File: config.mk
export PLATFORM = sky130hd
export DESIGN_NAME = pte_fifo
export DESIGN_NICKNAME = d
export VERILOG_FILES = /design/src/design/pte_pkg.sv /design/src/design/pte_fifo.sv
export SDC_FILE = /design/constraint.sdc
export NUM_CORES = 1
export LEC_CHECK = 0
export ABC_AREA = 1
export BUFFER_PORTS_ARGS = -buffer_cell sky130_fd_sc_hd__clkbuf_2
export CORE_MARGIN = 1
export CORE_UTILIZATION = 40
export DETAILED_ROUTE_END_ITERATION = 10
export PLACE_DENSITY = 0.64
export SKIP_LAST_GASP = 1
export SLEW_MARGIN = 10
export SYNTH_ARGS = -nofsm -noshare
export SYNTH_HDL_FRONTEND = slang
export SYNTH_SLANG_ARGS = --single-unit
File: constraint.sdc
create_clock -name clk -period 6.65 [get_ports clk]
set_clock_uncertainty 0.05 [all_clocks]
set_input_delay 0.3325 -clock clk [delete_from_list [all_inputs] [get_ports clk]]
set_output_delay 0.3325 -clock clk [all_outputs]
set_load 0.02 [all_outputs]
File: src/design/pte_pkg.sv
// shared types, codes and constants of the palette texel expander
package pte_pkg;

  localparam int QUEUE_DEPTH = 4;
  localparam int PALETTE_DEPTH = 256;

  localparam logic [1:0] REQ_PAL_LOAD   = 2'd0;
  localparam logic [1:0] REQ_GAMMA_LOAD = 2'd1;
  localparam logic [1:0] REQ_CONVERT    = 2'd2;

  localparam logic [2:0] TEX_NONE  = 3'd0;
  localparam logic [2:0] TEX_ALPHA = 3'd1;
  localparam logic [2:0] TEX_LUM   = 3'd2;
  localparam logic [2:0] TEX_GRAD  = 3'd3;
  localparam logic [2:0] TEX_RGBA  = 3'd4;

  localparam logic [1:0] CFG_TEXTURE_TYPE  = 2'd0;
  localparam logic [1:0] CFG_DITHER_ENABLE = 2'd1;

  localparam logic [7:0] ALPHA_OPAQUE      = 8'hFF;
  localparam logic [7:0] TRANSPARENT_INDEX = 8'hFF;
  localparam logic [7:0] GRADIENT_INDEX    = 8'hFF;
  localparam int         DITHER_SHIFT      = 6;

  typedef enum logic [1:0] {
    OP_PAL_LOAD,
    OP_GAMMA_LOAD,
    OP_CONVERT
  } op_t;

  typedef struct packed {
    logic [1:0] req_type;
    logic [7:0] entry_index;
    logic [7:0] load_red;
    logic [7:0] load_green;
    logic [7:0] load_blue;
    logic [7:0] gamma_level;
    logic [7:0] texel_index;
    logic       last_texel;
  } in_item_t;

  typedef struct packed {
    logic [7:0] out_red;
    logic [7:0] out_green;
    logic [7:0] out_blue;
    logic [7:0] out_alpha;
    logic [2:0] final_type;
    logic       end_of_texture;
  } out_item_t;

  typedef struct packed {
    op_t         op;
    logic [7:0]  addr;
    logic [23:0] data;
    logic        use_color;
    logic        dither;
    logic [7:0]  red_raw;
    logic [7:0]  alpha;
    logic [2:0]  final_type;
    logic        last;
  } qent_t;

  function automatic logic [7:0] dither_of(input logic [7:0] c);
    dither_of = c | (c >> DITHER_SHIFT);
  endfunction

endpackage

File: src/design/pte_fifo.sv
// short queue of decoded items between front and back
module pte_fifo #(
  parameter int DEPTH = pte_pkg::QUEUE_DEPTH
) (
  input  logic           clk,
  input  logic           rst,
  input  logic           in_valid,
  output logic           in_ready,
  input  pte_pkg::qent_t in_data,
  output logic           out_valid,
  input  logic           out_ready,
  output pte_pkg::qent_t out_data
);
  import pte_pkg::*;

  localparam int PW = $clog2(DEPTH);
  localparam int CW = $clog2(DEPTH + 1);

  qent_t         store [DEPTH];
  logic [PW-1:0] wr_ptr;
  logic [PW-1:0] rd_ptr;
  logic [CW-1:0] count;
  logic          push;
  logic          pop;

  assign in_ready = (count != CW'(DEPTH));
  assign out_valid = (count != '0);
  assign out_data = store[rd_ptr];
  assign push = in_valid && in_ready;
  assign pop = out_valid && out_ready;

  always_ff @(posedge clk) begin
    if (push) begin
      store[wr_ptr] <= in_data;
    end
  end

  always_ff @(posedge clk) begin
    if (rst) begin
      wr_ptr <= '0;
      rd_ptr <= '0;
      count <= '0;
    end else begin
      if (push) begin
        wr_ptr <= (wr_ptr == PW'(DEPTH - 1)) ? '0 : wr_ptr + 1'b1;
      end
      if (pop) begin
        rd_ptr <= (rd_ptr == PW'(DEPTH - 1)) ? '0 : rd_ptr + 1'b1;
      end
      if (push && !pop) begin
        count <= count + 1'b1;
      end else if (pop && !push) begin
        count <= count - 1'b1;
      end
    end
  end

`ifndef NO_ASSERTIONS
  a_count_bound: assert property (@(posedge clk) disable iff (rst)
    count <= CW'(DEPTH))
    else $error("queue count above depth");

  a_push_grows: assert property (@(posedge clk) disable iff (rst)
    (push && !pop) |=> count == $past(count) + 1'b1)
    else $error("queue count did not grow on push");

  a_pop_shrinks: assert property (@(posedge clk) disable iff (rst)
    (pop && !push) |=> count == $past(count) - 1'b1)
    else $error("queue count did not shrink on pop");
`endif
endmodule

==> impl_results.rst <==
.. list-table::
   :header-rows: 1

   * - Metric
     - Value
   * - Synth area leader
     - sky130_fd_sc_hd__edfxtp_1
   * - Total congestion overflow after global routing
     - 0
   * - Share of synthesized area occupied by flip-flops and latches
     - between 70% and 80%
   * - Total die area
     - ~23000 µm²
   * - Ratio of total power to cell area
     - 405 nW/µm²
   * - Width of the die
     - 153 µm
   * - Number of max-slew violations in the final report
     - 0
   * - Required time of the critical path
     - 6.27 ns
   * - CTS tree
     - built
   * - Wire length of the first global-routing pass
     - 28.5 mm
   * - Synth Area in XOR/XNOR
     - less than 1%
   * - Peak supply drop
     - 247 µV
   * - Clk Latency, worst-skew pair
     - 0.50 ns
   * - Transition time at the pin with the least slew margin
     - 1.08 ns
   * - Max Buffers Root-to-Sink
     - 3
   * - Setup repair after global routing missed its margin
     - no
   * - Share of the synthesized area in compound gates (AO/OA/AOI/OAI)
     - 11.7%
   * - Share of Yosys cell area claimed by the top area cell type
     - 73.7%
   * - HP Class
     - in2reg
   * - Largest family of logic cells by synthesized area
     - compound AO/OA/AOI/OAI gates
   * - Critical Path Fanout Max
     - 72
   * - Net count after synthesis
     - between 600 and 700
   * - Adder-cell share of the synthesized area
     - 1.04%
   * - Number of buffers inserted by post-CTS setup repair
     - 0
   * - Level count of the clock H-tree
     - 1
   * - Post-synthesis simple-gate area fraction
     - 7.98%
   * - Number of routed nets with antenna violations
     - 0
   * - Routability-driven placement congestion ratio
     - roughly 0.70
   * - Synthesis-to-finish area growth
     - 22.8%
   * - Global routing usage on met1
     - 19.7%
   * - Cells along the critical path
     - inv_4, buf_4, o21ai_0, o22ai_2, clkbuf_2
   * - Worst path arrival time
     - 3.00 ns
   * - Row cnt
     - 54
   * - Cell area after layout
     - 11200 µm²
   * - Lkg Pwr
     - 3.97 nW
   * - Fraction of final layout cells sized beyond drive strength 1
     - 27.5%
   * - Highest clock rate
     - 296 MHz
   * - Initial Util
     - 41.3%
   * - Final period demand of the worst path
     - ~3.4 ns
   * - Number of setup violations in the final report
     - 0
   * - Max Cap Violations
     - 0
   * - Fin. Hold Viols
     - 0
   * - Commonest cells in the synthesized netlist
     - sky130_fd_sc_hd__edfxtp_1 (224), sky130_fd_sc_hd__nor2_1 (103), sky130_fd_sc_hd__o21ai_0 (83)
   * - Total via count in the routed design
     - 5426
   * - Kind of critical path
     - reg2out
   * - DIE HEIGHT
     - 153 µm
   * - Critical register-to-register path startpoint
     - count[0]
   * - Initial antenna violation count
     - 1
   * - Gate family responsible for the most delay along the worst path
     - buffers and inverters
   * - Met2 track demand over resource
     - 27.0%
   * - Yosys warnings
     - 0
   * - Stage delay of the slowest cell on the critical path
     - between 0.8 and 0.9 ns
   * - Max transition margin
     - roughly 28%
   * - Distinct cell type count after synthesis
     - 27
   * - Router iterations before antenna repair
     - 6
   * - Largest net degree at the start of global routing
     - between 70 and 80
   * - Most instantiated flip-flop cell in the synthesis netlist
     - sky130_fd_sc_hd__edfxtp_1
   * - Category of the worst setup path launch point
     - register
   * - Summed negative setup slack over all endpoints
     - 0 ns
   * - Clk Tree Root Cell
     - sky130_fd_sc_hd__clkbuf_16
   * - Top Usage Layer GRT
     - met2
   * - I/O pin count
     - 118
   * - Clock input transition at the sequential cells of the worst setup and hold paths
     - 0.05 ns
   * - FFs w/ async S/R, synth
     - 0%
   * - Most frequent cell after synthesis
     - sky130_fd_sc_hd__edfxtp_1
   * - Netlist area before placement
     - 9120 µm²
   * - Status
     - finished clean
   * - Kind of capture point of the worst setup path
     - output port
   * - Overall track demand over capacity in global routing
     - 15.6%
   * - Mean instance size in the synthesized netlist
     - 14.9 µm²
   * - Flip-flop and latch count after synthesis
     - 233
   * - Portion of netlist area occupied by mux cells
     - 0%
   * - First DRT Iteration DRCs
     - 306
   * - Number of buffer and inverter stages on the critical path
     - 3
   * - Post-Place Cell Area
     - between 9000 and 10000 µm²
   * - HP Start
     - in_data[0]
   * - Count of flip-flops with a built-in enable after synthesis
     - between 200 and 250
   * - Clock Sinks
     - 233
   * - Area of the core
     - 22100 µm²
   * - Total wire length
     - roughly 18 mm
   * - Number of global-route vias before repair
     - 5453
   * - Estimated wirelength of the detail-placed design
     - 9.82 mm
   * - Average wire per standard cell
     - roughly 17 µm
   * - Cell type of the slowest stage on the worst timing path
     - sky130_fd_sc_hd__buf_4
   * - Number of remaining DRC errors
     - 0
   * - TritonCTS Buffers
     - 25
   * - # nets final
     - roughly 850
   * - Per-cell via count in the routed design
     - 5.03
   * - Share of the clock period used by the worst path
     - 50.8%
   * - Number of port buffers
     - around 120
   * - # fillers
     - 1856
   * - Number of gates given a new drive strength after cts
     - 0
   * - Global routing usage on met3
     - roughly 2.8%
   * - Top cells by area in the synthesized netlist
     - sky130_fd_sc_hd__edfxtp_1 (74%), sky130_fd_sc_hd__o21ai_0 (4.6%), sky130_fd_sc_hd__nor2_1 (4.2%)
   * - Synth Instances
     - about 610
[cell families after synthesis]
logic type,after synthesis
fa+ha+maj,7
flops,233
simple gates,147
buf+inv,52
xor+xnor,1
compound gates,171
[registers in the layout (all words and copies together) (netlist names), named ones only]
name and count:
rd_ptr 2, store 224, count 3, wr_ptr 2
[placed cells by master (no fill, tap or decap)]
master | Yosys | layout
sky130_fd_sc_hd__nor2_4 | 20 | 24
sky130_fd_sc_hd__nand4_1 | 1 | 1
sky130_fd_sc_hd__a21oi_1 | 2 | 2
sky130_fd_sc_hd__nor2_2 | 6 | 6
sky130_fd_sc_hd__dfxtp_4 | 0 | 1
sky130_fd_sc_hd__nand3_1 | 1 | 1
sky130_fd_sc_hd__diode_2 | 0 | 1
sky130_fd_sc_hd__edfxtp_1 | 224 | 224
sky130_fd_sc_hd__clkbuf_8 | 0 | 2
sky130_fd_sc_hd__bufinv_16 | 0 | 2
sky130_fd_sc_hd__nand2_1 | 14 | 14
sky130_fd_sc_hd__inv_2 | 1 | 1
sky130_fd_sc_hd__clkbuf_2 | 0 | 117
sky130_fd_sc_hd__clkbuf_1 | 15 | 4
sky130_fd_sc_hd__nor2_1 | 103 | 99
sky130_fd_sc_hd__o21ai_2 | 4 | 4
sky130_fd_sc_hd__o21ai_1 | 26 | 26
sky130_fd_sc_hd__fa_1 | 1 | 1
sky130_fd_sc_hd__clkinv_2 | 0 | 7
sky130_fd_sc_hd__inv_6 | 0 | 1
sky130_fd_sc_hd__inv_1 | 14 | 14
sky130_fd_sc_hd__clkinv_1 | 0 | 5
sky130_fd_sc_hd__buf_4 | 1 | 7
sky130_fd_sc_hd__ha_1 | 6 | 6
sky130_fd_sc_hd__nand3b_1 | 2 | 2
sky130_fd_sc_hd__o22ai_1 | 36 | 36
sky130_fd_sc_hd__inv_4 | 1 | 1
sky130_fd_sc_hd__dlygate4sd3_1 | 0 | 52
sky130_fd_sc_hd__dfxtp_1 | 9 | 7
sky130_fd_sc_hd__clkbuf_16 | 0 | 25
sky130_fd_sc_hd__o22ai_2 | 20 | 20
sky130_fd_sc_hd__dfxtp_2 | 0 | 1
sky130_fd_sc_hd__xor2_1 | 1 | 1
sky130_fd_sc_hd__o21ai_0 | 83 | 83
[path summary, 6_finish.rpt]
kind	end	slack, ns	cells after the start
setup / recovery	out_data[45]	3.27	5
hold / removal	store[1][0]	0.02	1
setup reg to reg	store[2][7]	3.93	5
hold reg to reg	register	0.47	2
[what timing repair did]
item,CTS,global route
setup endpoints to repair,0,0
hold buffers,52,0
endpoints found under the hold margin,205,0
[through the flow]
| stage | power [W] | hold slack [ns] | utilization, % | setup slack (ns) | instances |
|---|---|---|---|---|---|
| 2_1_floorplan | 0.00287 | 0.355 | - | 2.92 | 611 |
| 3_3_place_gp | 0.00325 | 0.457 | 44.8 | 3.80 | 979 |
| 3_5_place_dp | 0.00327 | 0.464 | 44.8 | 3.75 | 979 |
| 4_1_cts | 0.00461 | 0.0000892 | 50.7 | 3.21 | 1077 |
| 5_1_grt | 0.00477 | 0.00788 | 50.7 | 3.07 | 1078 |
| 6_report | 0.00454 | 0.0191 | 50.7 | 3.27 | 1078 |
[power by group]
| part | internal (W) | total [W] | switching (W) | leakage, nW |
|---|---|---|---|---|
| Combinational | 0.000424 | 0.00137 | 0.000950 | 1.45 |
| Sequential | 0.00179 | 0.00186 | 0.0000644 | 2.13 |
| Clock | 0.000787 | 0.00131 | 0.000520 | 0.395 |
[area by class of cell]
type / instances / area, µm² / area share, %
clock buffers: 31 / 668 / 5.96
clock inverters: 15 / 123 / 1.09
inverters: 16 / 62.6 / 0.558
well taps: 280 / 350 / 3.13
flip-flops and latches: 233 / 6910 / 61.7
diodes: 1 / 2.50 / 0.0223
repair buffers: 176 / 1160 / 10.3
multi-input cells: 326 / 1930 / 17.2
[layer usage]
metal	part of all wire, %	routed length, µm	vias to the layer above
met4	1.7	313	0
met5	0	0	-
li1	-	-	2611
met2	51	9090	154
met3	5.0	899	29
met1	43	7690	2632
Note: power is estimated with default switching activity, not from simulation.
